`src/hdl/vvr_pkg.sv`:
```
// ----------------------------------------------------------------------------
// vvr_pkg
// Shared widths, constants and types for the windowed vibration RMS block.
// ----------------------------------------------------------------------------
package vvr_pkg;

    localparam int AccelW  = 16;   // signed Q8 acceleration per axis
    localparam int TimeW   = 32;   // timestamp, microseconds
    localparam int WinW    = 11;   // window length / sample count
    localparam int DispW   = 8;    // display decimation
    localparam int SqW     = 32;   // x^2 + y^2 + z^2 (<= 3 * 2^30)
    localparam int SumW    = 42;   // window sum of squares
    localparam int RootW   = 16;   // magnitude / rms
    localparam int StepW   = 6;    // sequencer step counter
    localparam int CfgIdxW = 1;

    localparam int InDataW  = 3 * AccelW + TimeW;         // 80
    localparam int OutRawW  = 2 * RootW + WinW;            // 43
    localparam int OutDataW = ((OutRawW + 7) / 8) * 8;    // 48
    localparam int OutPadW  = OutDataW - OutRawW;

    localparam logic [WinW-1:0]  WindowMax         = 11'd1024;
    localparam logic [WinW-1:0]  WindowLengthReset = 11'd200;
    localparam logic [DispW-1:0] DisplayEveryReset = 8'd10;

    // first trial bit of the digit-by-digit square root over SqW bits
    localparam logic [SqW-1:0] SqrtBitInit = 32'h4000_0000;

    localparam logic [StepW-1:0] SquareLast = 6'd3;
    localparam logic [StepW-1:0] SqrtLast   = 6'd15;
    localparam logic [StepW-1:0] DivLast    = 6'd41;

    typedef enum logic [CfgIdxW-1:0] {
        REG_WINDOW_LENGTH = 1'b0,
        REG_DISPLAY_EVERY = 1'b1
    } cfg_reg_t;

    // one classified sample on its way from front to back
    typedef struct packed {
        logic signed [AccelW-1:0] accel_x;
        logic signed [AccelW-1:0] accel_y;
        logic signed [AccelW-1:0] accel_z;
        logic                     show_sample;
        logic                     window_done;
        logic [WinW-1:0]          window_samples;
    } vvr_entry_t;

    typedef enum logic [2:0] {
        BK_IDLE,
        BK_SQUARE,
        BK_MAG,
        BK_DIV,
        BK_ROOT,
        BK_OUT
    } back_state_t;

endpackage

```
`src/hdl/vector_vibration_rms.sv`:
```
// Processing: a kept sample runs three squares and a root for its magnitude; a sample
//   that closes a window also runs a 42-step divide and a second root.
// The back sequencer works on one sample at a time with its shared bit-serial
//   square root and restoring divider; the queue holds samples that wait for it.
// Reset: synchronous, active low; clears counts, window sum, last timestamp and
//   queue, and loads window_length = 200, display_every = 10.
// ----------------------------------------------------------------------------
// vector_vibration_rms
// Three-axis vibration monitor: per-sample vector magnitude and windowed RMS.
// ----------------------------------------------------------------------------
module vector_vibration_rms (
    input  logic                          aclk,
    input  logic                          aresetn,

    // sample requests
    input  logic                          s_tvalid,
    output logic                          s_tready,
    // accel_x[15:0], accel_y[31:16], accel_z[47:32], sample_time[79:48]
    input  logic [vvr_pkg::InDataW-1:0]   s_tdata,
    // sample_ok[0]
    input  logic [0:0]                    s_tuser,

    // results
    output logic                          m_tvalid,
    input  logic                          m_tready,
    // magnitude[15:0], window_rms[31:16], window_samples[42:32], zero pad
    output logic [vvr_pkg::OutDataW-1:0]  m_tdata,
    // show_sample[0], window_done[1]
    output logic [1:0]                    m_tuser,

    // configuration: 0 = window_length, 1 = display_every
    input  logic                          cfg_we,
    input  logic [vvr_pkg::CfgIdxW-1:0]   cfg_index,
    input  logic [vvr_pkg::WinW-1:0]      cfg_wdata
);

    // front -> queue -> back
    logic                q_push;
    logic                q_full;
    logic                q_valid;
    logic                q_pop;
    vvr_pkg::vvr_entry_t q_in;
    vvr_pkg::vvr_entry_t q_out;

    // Front filters invalid and repeated timestamps and decides the display
    // and window-close flags up front, since they do not depend on the data.
    vvr_front u_front (
        .aclk      (aclk),
        .aresetn   (aresetn),
        .s_tvalid  (s_tvalid),
        .s_tready  (s_tready),
        .s_tdata   (s_tdata),
        .s_tuser   (s_tuser),
        .cfg_we    (cfg_we),
        .cfg_index (cfg_index),
        .cfg_wdata (cfg_wdata),
        .q_push    (q_push),
        .q_entry   (q_in),
        .q_full    (q_full)
    );

    // Short queue lets the front keep taking requests while the back works
    // or its result waits for m_tready.
    vvr_queue u_queue (
        .aclk       (aclk),
        .aresetn    (aresetn),
        .push       (q_push),
        .push_entry (q_in),
        .full       (q_full),
        .valid      (q_valid),
        .pop        (q_pop),
        .pop_entry  (q_out)
    );

    // Back: one multiplier for the three squares, window sum, shared root
    // unit for magnitude and RMS, divider for sum / count on window close.
    vvr_back u_back (
        .aclk     (aclk),
        .aresetn  (aresetn),
        .q_valid  (q_valid),
        .q_entry  (q_out),
        .q_pop    (q_pop),
        .m_tvalid (m_tvalid),
        .m_tready (m_tready),
        .m_tdata  (m_tdata),
        .m_tuser  (m_tuser)
    );

endmodule

```
`src/hdl/vvr_queue.sv`:
```
// ----------------------------------------------------------------------------
// vvr_queue
// Two-entry request queue between the front and the back.
// ----------------------------------------------------------------------------
module vvr_queue (
    input  logic                aclk,
    input  logic                aresetn,
    input  logic                push,
    input  vvr_pkg::vvr_entry_t push_entry,
    output logic                full,
    output logic                valid,
    input  logic                pop,
    output vvr_pkg::vvr_entry_t pop_entry
);

    localparam int Depth = 2;
    localparam int PtrW  = $clog2(Depth);
    localparam int CntW  = $clog2(Depth + 1);
    localparam logic [CntW-1:0] DepthCnt = CntW'(Depth);

    vvr_pkg::vvr_entry_t slot_reg [Depth];
    logic [PtrW-1:0] wr_ptr_reg;
    logic [PtrW-1:0] rd_ptr_reg;
    logic [CntW-1:0] count_reg;

    logic do_push;
    logic do_pop;

    assign full      = (count_reg == DepthCnt);
    assign valid     = (count_reg != '0);
    assign pop_entry = slot_reg[rd_ptr_reg];
    assign do_push   = push && !full;
    assign do_pop    = pop && valid;

    always_ff @(posedge aclk) begin
        if (!aresetn) begin
            wr_ptr_reg <= '0;
            rd_ptr_reg <= '0;
            count_reg  <= '0;
        end else begin
            if (do_push) begin
                wr_ptr_reg <= wr_ptr_reg + 1'b1;
            end
            if (do_pop) begin
                rd_ptr_reg <= rd_ptr_reg + 1'b1;
            end
            if (do_push && !do_pop) begin
                count_reg <= count_reg + 1'b1;
            end else if (do_pop && !do_push) begin
                count_reg <= count_reg - 1'b1;
            end
        end
    end

    always_ff @(posedge aclk) begin
        if (do_push) begin
            slot_reg[wr_ptr_reg] <= push_entry;
        end
    end

endmodule

```
`src/hdl/vvr_front.sv`:
```
// ----------------------------------------------------------------------------
// vvr_front
// Input side: filters samples, keeps window and display counts, holds the
// configuration registers and pushes classified requests to the queue.
// ----------------------------------------------------------------------------
module vvr_front (
    input  logic                          aclk,
    input  logic                          aresetn,
    input  logic                          s_tvalid,
    output logic                          s_tready,
    input  logic [vvr_pkg::InDataW-1:0]   s_tdata,
    input  logic [0:0]                    s_tuser,
    input  logic                          cfg_we,
    input  logic [vvr_pkg::CfgIdxW-1:0]   cfg_index,
    input  logic [vvr_pkg::WinW-1:0]      cfg_wdata,
    output logic                          q_push,
    output vvr_pkg::vvr_entry_t           q_entry,
    input  logic                          q_full
);

    logic [vvr_pkg::WinW-1:0]  window_length_reg;
    logic [vvr_pkg::DispW-1:0] display_every_reg;
    logic [vvr_pkg::TimeW-1:0] last_time_reg;
    logic [vvr_pkg::WinW-1:0]  window_count_reg;
    logic [vvr_pkg::DispW-1:0] display_count_reg;

    logic [vvr_pkg::TimeW-1:0] sample_time;
    logic                      keep;
    logic [vvr_pkg::WinW-1:0]  window_count_inc;
    logic [vvr_pkg::WinW-1:0]  limit;
    logic                      done;
    logic [vvr_pkg::DispW-1:0] display_count_inc;
    logic                      show;

    assign s_tready    = !q_full;
    assign sample_time = s_tdata[3*vvr_pkg::AccelW +: vvr_pkg::TimeW];

    // dropped: invalid report, or same timestamp as the last kept one
    assign keep = s_tvalid && s_tready && s_tuser[0] && (sample_time != last_time_reg);

    assign window_count_inc  = window_count_reg + 1'b1;
    assign limit             = (window_length_reg > vvr_pkg::WindowMax) ?
                               vvr_pkg::WindowMax : window_length_reg;
    assign done              = (window_count_inc >= limit);
    assign display_count_inc = display_count_reg + 1'b1;
    assign show              = (display_count_inc >= display_every_reg);

    assign q_push                 = keep;
    assign q_entry.accel_x        = signed'(s_tdata[0 +: vvr_pkg::AccelW]);
    assign q_entry.accel_y        = signed'(s_tdata[vvr_pkg::AccelW +: vvr_pkg::AccelW]);
    assign q_entry.accel_z        = signed'(s_tdata[2*vvr_pkg::AccelW +: vvr_pkg::AccelW]);
    assign q_entry.show_sample    = show;
    assign q_entry.window_done    = done;
    assign q_entry.window_samples = done ? window_count_inc : '0;

    always_ff @(posedge aclk) begin
        if (!aresetn) begin
            window_length_reg <= vvr_pkg::WindowLengthReset;
            display_every_reg <= vvr_pkg::DisplayEveryReset;
        end else if (cfg_we) begin
            case (vvr_pkg::cfg_reg_t'(cfg_index))
                vvr_pkg::REG_WINDOW_LENGTH: window_length_reg <= cfg_wdata;
                vvr_pkg::REG_DISPLAY_EVERY: display_every_reg <= cfg_wdata[vvr_pkg::DispW-1:0];
                default: ;
            endcase
        end
    end

    always_ff @(posedge aclk) begin
        if (!aresetn) begin
            last_time_reg     <= '0;
            window_count_reg  <= '0;
            display_count_reg <= '0;
        end else if (keep) begin
            last_time_reg     <= sample_time;
            window_count_reg  <= done ? '0 : window_count_inc;
            display_count_reg <= show ? '0 : display_count_inc;
        end
    end

endmodule

```
`src/hdl/vvr_back.sv`:
```
// ----------------------------------------------------------------------------
// vvr_back
// Execution side: squares, window sum, shared bit-serial square root,
// restoring divider and the output register.
// ----------------------------------------------------------------------------
module vvr_back (
    input  logic                          aclk,
    input  logic                          aresetn,
    input  logic                          q_valid,
    input  vvr_pkg::vvr_entry_t           q_entry,
    output logic                          q_pop,
    output logic                          m_tvalid,
    input  logic                          m_tready,
    output logic [vvr_pkg::OutDataW-1:0]  m_tdata,
    output logic [1:0]                    m_tuser
);

    vvr_pkg::back_state_t state_reg, state_next;
    logic [vvr_pkg::StepW-1:0] step_reg, step_next;

    vvr_pkg::vvr_entry_t ent_reg;
    logic [vvr_pkg::SqW-1:0]   prod_reg;
    logic [vvr_pkg::SqW-1:0]   sq_reg;
    logic [vvr_pkg::SumW-1:0]  sum_reg;
    logic [vvr_pkg::SqW-1:0]   rad_reg;
    logic [vvr_pkg::SqW-1:0]   res_reg;
    logic [vvr_pkg::SqW-1:0]   bit_reg;
    logic [vvr_pkg::SumW-1:0]  quo_reg;
    logic [vvr_pkg::WinW-1:0]  rem_reg;
    logic [vvr_pkg::RootW-1:0] mag_reg;
    logic [vvr_pkg::RootW-1:0] rms_reg;

    logic                           m_tvalid_reg;
    logic [vvr_pkg::OutDataW-1:0]   m_tdata_reg;
    logic [1:0]                     m_tuser_reg;

    logic out_free;
    logic out_load;
    logic step_last;

    // squarer
    logic signed [vvr_pkg::AccelW-1:0] axis;
    logic signed [vvr_pkg::SqW-1:0]    prod;
    logic [vvr_pkg::SqW-1:0]           sq_total;

    // square root step
    logic [vvr_pkg::SqW:0]   sqrt_try;
    logic                    sqrt_take;
    logic [vvr_pkg::SqW-1:0] rad_step;
    logic [vvr_pkg::SqW-1:0] res_step;

    // divider step
    logic [vvr_pkg::WinW:0]    div_try;
    logic [vvr_pkg::WinW:0]    div_diff;
    logic                      div_take;
    logic [vvr_pkg::WinW-1:0]  rem_step;
    logic [vvr_pkg::SumW-1:0]  quo_step;

    assign out_free = !m_tvalid_reg || m_tready;

    always_comb begin
        case (step_reg[1:0])
            2'd0:    axis = ent_reg.accel_x;
            2'd1:    axis = ent_reg.accel_y;
            default: axis = ent_reg.accel_z;
        endcase
    end

    assign prod     = axis * axis;
    assign sq_total = sq_reg + prod_reg;

    assign sqrt_try  = {1'b0, res_reg} + {1'b0, bit_reg};
    assign sqrt_take = ({1'b0, rad_reg} >= sqrt_try);
    assign rad_step  = sqrt_take ? (rad_reg - sqrt_try[vvr_pkg::SqW-1:0]) : rad_reg;
    assign res_step  = sqrt_take ? ((res_reg >> 1) + bit_reg) : (res_reg >> 1);

    assign div_try  = {rem_reg, quo_reg[vvr_pkg::SumW-1]};
    assign div_take = (div_try >= {1'b0, ent_reg.window_samples});
    assign div_diff = div_try - {1'b0, ent_reg.window_samples};
    assign rem_step = div_take ? div_diff[vvr_pkg::WinW-1:0] : div_try[vvr_pkg::WinW-1:0];
    assign quo_step = {quo_reg[vvr_pkg::SumW-2:0], div_take};

    // next state
    always_comb begin
        state_next = state_reg;
        case (state_reg)
            vvr_pkg::BK_IDLE: begin
                if (q_valid) state_next = vvr_pkg::BK_SQUARE;
            end
            vvr_pkg::BK_SQUARE: begin
                if (step_reg == vvr_pkg::SquareLast) state_next = vvr_pkg::BK_MAG;
            end
            vvr_pkg::BK_MAG: begin
                if (step_reg == vvr_pkg::SqrtLast) begin
                    state_next = ent_reg.window_done ? vvr_pkg::BK_DIV : vvr_pkg::BK_OUT;
                end
            end
            vvr_pkg::BK_DIV: begin
                if (step_reg == vvr_pkg::DivLast) state_next = vvr_pkg::BK_ROOT;
            end
            vvr_pkg::BK_ROOT: begin
                if (step_reg == vvr_pkg::SqrtLast) state_next = vvr_pkg::BK_OUT;
            end
            vvr_pkg::BK_OUT: begin
                if (out_free) state_next = vvr_pkg::BK_IDLE;
            end
            default: state_next = vvr_pkg::BK_IDLE;
        endcase
    end

    // control outputs
    always_comb begin
        q_pop     = 1'b0;
        out_load  = 1'b0;
        step_last = 1'b0;
        case (state_reg)
            vvr_pkg::BK_IDLE: q_pop = q_valid;
            vvr_pkg::BK_MAG:  step_last = (step_reg == vvr_pkg::SqrtLast);
            vvr_pkg::BK_DIV:  step_last = (step_reg == vvr_pkg::DivLast);
            vvr_pkg::BK_ROOT: step_last = (step_reg == vvr_pkg::SqrtLast);
            vvr_pkg::BK_OUT:  out_load = out_free;
            default: ;
        endcase
    end

    assign step_next = (state_next != state_reg) ? '0 : step_reg + 1'b1;

    always_ff @(posedge aclk) begin
        if (!aresetn) begin
            state_reg    <= vvr_pkg::BK_IDLE;
            step_reg     <= '0;
            sum_reg      <= '0;
            m_tvalid_reg <= 1'b0;
        end else begin
            state_reg <= state_next;
            step_reg  <= step_next;
            if (state_reg == vvr_pkg::BK_SQUARE && step_reg == vvr_pkg::SquareLast) begin
                sum_reg <= sum_reg + {{(vvr_pkg::SumW-vvr_pkg::SqW){1'b0}}, sq_total};
            end else if (state_reg == vvr_pkg::BK_DIV && step_last) begin
                sum_reg <= '0;
            end
            if (out_load) begin
                m_tvalid_reg <= 1'b1;
            end else if (m_tready) begin
                m_tvalid_reg <= 1'b0;
            end
        end
    end

    always_ff @(posedge aclk) begin
        if (q_pop) begin
            ent_reg <= q_entry;
        end
        case (state_reg)
            vvr_pkg::BK_SQUARE: begin
                if (step_reg != vvr_pkg::SquareLast) begin
                    prod_reg <= $unsigned(prod);
                end
                if (step_reg == 6'd1) begin
                    sq_reg <= prod_reg;
                end else if (step_reg == 6'd2) begin
                    sq_reg <= sq_total;
                end
                if (step_reg == vvr_pkg::SquareLast) begin
                    rad_reg <= sq_total;
                    res_reg <= '0;
                    bit_reg <= vvr_pkg::SqrtBitInit;
                end
            end
            vvr_pkg::BK_MAG: begin
                rad_reg <= rad_step;
                res_reg <= res_step;
                bit_reg <= bit_reg >> 2;
                if (step_last) begin
                    mag_reg <= res_step[vvr_pkg::RootW-1:0];
                    quo_reg <= sum_reg;
                    rem_reg <= '0;
                end
            end
            vvr_pkg::BK_DIV: begin
                rem_reg <= rem_step;
                quo_reg <= quo_step;
                if (step_last) begin
                    // mean of squares stays at or below 3 * 2^30
                    rad_reg <= quo_step[vvr_pkg::SqW-1:0];
                    res_reg <= '0;
                    bit_reg <= vvr_pkg::SqrtBitInit;
                end
            end
            vvr_pkg::BK_ROOT: begin
                rad_reg <= rad_step;
                res_reg <= res_step;
                bit_reg <= bit_reg >> 2;
                if (step_last) begin
                    rms_reg <= res_step[vvr_pkg::RootW-1:0];
                end
            end
            default: ;
        endcase
        if (out_load) begin
            m_tdata_reg <= {{vvr_pkg::OutPadW{1'b0}},
                            ent_reg.window_samples,
                            ent_reg.window_done ? rms_reg : {vvr_pkg::RootW{1'b0}},
                            mag_reg};
            m_tuser_reg <= {ent_reg.window_done, ent_reg.show_sample};
        end
    end

    assign m_tvalid = m_tvalid_reg;
    assign m_tdata  = m_tdata_reg;
    assign m_tuser  = m_tuser_reg;

endmodule

```
`config.mk`:
```
export PLATFORM = sky130hd
export DESIGN_NAME = vector_vibration_rms
export DESIGN_NICKNAME = d
export VERILOG_FILES = /design/src/hdl/vvr_pkg.sv /design/src/hdl/vector_vibration_rms.sv /design/src/hdl/vvr_queue.sv /design/src/hdl/vvr_front.sv /design/src/hdl/vvr_back.sv
export SDC_FILE = /design/constraint.sdc
export NUM_CORES = 2
export LEC_CHECK = 0
export ABC_CLOCK_PERIOD_IN_PS = 10000
export BUFFER_PORTS_ARGS = -buffer_cell sky130_fd_sc_hd__buf_2
export CAP_MARGIN = 20
export CORE_ASPECT_RATIO = 1.5
export CORE_UTILIZATION = 60
export DETAILED_ROUTE_END_ITERATION = 7
export GPL_TIMING_DRIVEN = 0
export PLACE_DENSITY = 0.76
export SLEW_MARGIN = 20
export SYNTH_ARGS = -nofsm -noshare
export SYNTH_HDL_FRONTEND = slang
export SYNTH_SLANG_ARGS = --single-unit
```
`constraint.sdc`:
```
create_clock -name aclk -period 10 [get_ports aclk]
set_input_delay 0.5 -clock aclk [delete_from_list [all_inputs] [get_ports aclk]]
set_output_delay 0.5 -clock aclk [all_outputs]
set_load 0.05 [all_outputs]
```
==> flow_summary.yaml <==
place:
  numPortBuffers: 143
  dp_hpwl_mm: 70.60
  gp_congestion: 0.9534
clocking:
  cts_root_buf: "clkbuf_16"
  cts_tree: "built"
  htree_levels: 2
  cts_buffer_depth: 3
  clk_transition_reported_paths_ps: 70
  cts_sinks: 582
  cts-buffers-inserted: 54
  clk_latency_ps: 640
  ctsHoldBuffers: 0
  post_cts_buffers: 0
worst_hold_path:
  min_from: "s_tdata[23]"
  hold_path.class: "primary input to register"
  holdPathEnd: "u_queue.slot_reg[1][36]"
  hold_depth: 1
sta:
  rsz0062_at_grt: "false"
  tightest_slew_ps: 1221
  finalSetupTns_ps: 0
  finalCritPeriodShare: 0.9336
  max_slew_margin: 0.1823
  slew_violations: 0
  setup_violations: 0
  min_period_ps: 9336
  hold_viol_final: 0
  fmax_mhz: 107.1
  clock_skew_ps: 47.78
floorplan:
  initial_core_util: 0.6094
  coreArea_um2: 63480
  die_w_um: 209.3
  ios: 150
  dieArea_um2: 65510
  die_y_um: 313.0
  num_rows: 113
drt:
  wl_per_cell_um: 19.02
  drt-initial-drc-count: 1489
  drcViolationCount: 0
  antenna_left: 0
  vias: 27600
  via_per_inst: 5.790
  drt-total-wl_mm: 90.69
  drtPass1Iterations: 6
finish:
  final_nets: 4506
  multi_input_area_um2: 20510
  layout_commonest_cell: "nand2_1"
  largest_reg_flops: 122
  layout-drive-gt1-share: 0.1035
  syn_to_final_growth_pct: 10.25
  final_cell_mix: "494 x nand2_1, 456 x edfxtp_1, 409 x inv_1"
  nFillCells: 4940
  final-seq-area_um2: 16220
synthesis:
  synth_area_per_cell_um2: 10.45
  synth_edf_count: 456
  ys_types: 86
  synth_seq_cells: 582
  synth_seq_area_share: 0.4192
  synth.cell_area_um2: 38680
  async_flop_share: 0
  yosys_warnings: 0
  synthCells: 3702
  ys.flop_type: "edfxtp_1"
critical_path:
  reg2reg_slack_ps: 660
  critical_path_class: "register to register"
  start_kind: "register"
  cp.required_ps: 10340
  r2r_cells: 27
  timing.rr.start: "u_back.step_reg[0]"
  timing.rr.end: "u_back.prod_reg[31]"
  critPathArrivalTime_ps: 9680
  endpoint_kind: "register"
  path_max_fanout: 10
global_routing:
  use_met1: 0.2950
  grt_use_total: 0.2830
  grt.overflow.total: 0
  grt_max_degree: 58
  grt_pass1_vias: 28730
  busiest_layer: "met2"
  grt_pass1_wl_mm: 144.8
  met2_usage: 0.5318
  antenna_found_initial: 4
  grt_use_met3: 0.03016
run_status:
  run_status: "completed"
run:
  maxCapViolations: 0
==> how the worst max path moves through the flow <==
stage	startpoint	endpoint	slack, ps	depth (start not counted)
after CTS	u_back.step_reg[0]	u_back.prod_reg[31]	190	28
final	u_back.step_reg[0]	u_back.prod_reg[31]	660	27
after global routing	u_back.step_reg[0]	u_back.prod_reg[31]	80	27
after floorplan	u_back.step_reg[0]	u_back.prod_reg[31]	2270	30
after global placement	u_back.step_reg[0]	u_back.prod_reg[31]	320	28
after detailed placement	u_back.step_reg[0]	u_back.prod_reg[31]	240	28
==> worst max-delay path: stages (launching register included) <==
cell	delay (ps)
dfxtp_1	410
ha_1	280
clkbuf_1	510
a22oi_1	180
and2_1	190
clkbuf_1	300
inv_1	360
clkbuf_1	560
nand2_1	230
fa_1	560
inv_1	50
fa_1	480
fa_1	520
fa_1	530
fa_1	550
inv_1	60
fa_1	520
inv_1	40
ha_1	360
a211oi_1	260
nor3b_1	110
o41ai_1	340
o21ai_0	290
nor3_1	330
nor3_1	110
a2111oi_1	520
o2bb2ai_1	240
xnor2_1	120
==> Yosys cell counts (all sizes together) (5+ instances only) <==
cell,count,share of area
nand2,494,0.048
edfxtp,456,0.35
inv,412,0.040
ha,256,0.083
fa,237,0.12
nor2,233,0.023
a21oi,218,0.028
o21ai,127,0.017
dfxtp,126,0.065
xor2,123,0.028
xnor2,110,0.025
mux2,99,0.029
clkbuf,94,0.0091
and2,62,0.010
nand3,62,0.0082
nor3,51,0.0066
a21o,50,0.0097
a22oi,37,0.0072
a31oi,36,0.0058
and3,28,0.0045
nor2b,28,0.0045
or3,28,0.0045
a211oi,27,0.0052
nand2b,27,0.0044
nand4,25,0.0040
o211ai,25,0.0049
o21a,20,0.0043
o21bai,20,0.0039
buf,19,0.0030
o31ai,16,0.0035
nor4,13,0.0023
mux2i,12,0.0031
nor3b,12,0.0023
a31o,11,0.0025
o2111ai,9,0.0022
a221o,7,0.0018
or2,7,0.0011
a21boi,6,0.0012
clkinv,6,0.00058
o41ai,6,0.0014
a311oi,5,0.0011
o221ai,5,0.0016
==> cell families (layout without fill, tap and decap cells) <==
| family | Yosys count | in the layout | synth area share |
|---|---|---|---|
| buffers and inverters | 531 | 785 | 0.05269 |
| AND/OR/NAND/NOR | 1088 | 1088 | 0.1270 |
| XOR/XNOR | 233 | 233 | 0.05275 |
| AO/OA/AOI/OAI | 663 | 663 | 0.1109 |
| multiplexers | 111 | 111 | 0.03192 |
| adder cells (fa/ha/maj) | 493 | 493 | 0.2055 |
| other | 1 | 7 | 0.00009694 |
| flip-flops | 582 | 582 | 0.4192 |
==> area by class of cell <==
cell class / count / area share
clock inverter: 36 / 0.01100
multi-input combinational: 2593 / 0.4809
sequential: 582 / 0.3802
tap: 805 / 0.02362
clock buffer: 65 / 0.03412
buffer: 112 / 0.01100
antenna: 2 / 0.0001174
timing repair buffer: 154 / 0.02206
inverter: 418 / 0.03694
==> what timing repair did <==
item / 4_1_cts / 5_1_grt
endpoints found under the setup margin: 0 / 3
endpoints found under the hold margin: 0 / 0
resized for setup: 0 / 10
==> stage by stage <==
step	cell area, um2	hold WS [ps]	setup slack, ps	util	instances
global route	42640	35.99	79.46	0.6717	4765
CTS	42620	27.91	185.7	0.6714	4765
floorplan	38700	400.3	2273	-	3706
finish	42650	57.12	663.8	0.6718	4767
global placement	40420	401.4	324.9	0.6367	4654
detailed placement	40700	404.5	244.7	0.6411	4664
==> layer usage <==
layer / vias up / part of all wire
met5: - / 0.00026
met3: 287 / 0.039
met1: 13350 / 0.36
met2: 750 / 0.52
met4: 4 / 0.075
li1: 13210 / -
Power is not shown: default switching activity piles up to over one toggle a cycle in this logic, so the estimate is an artifact.
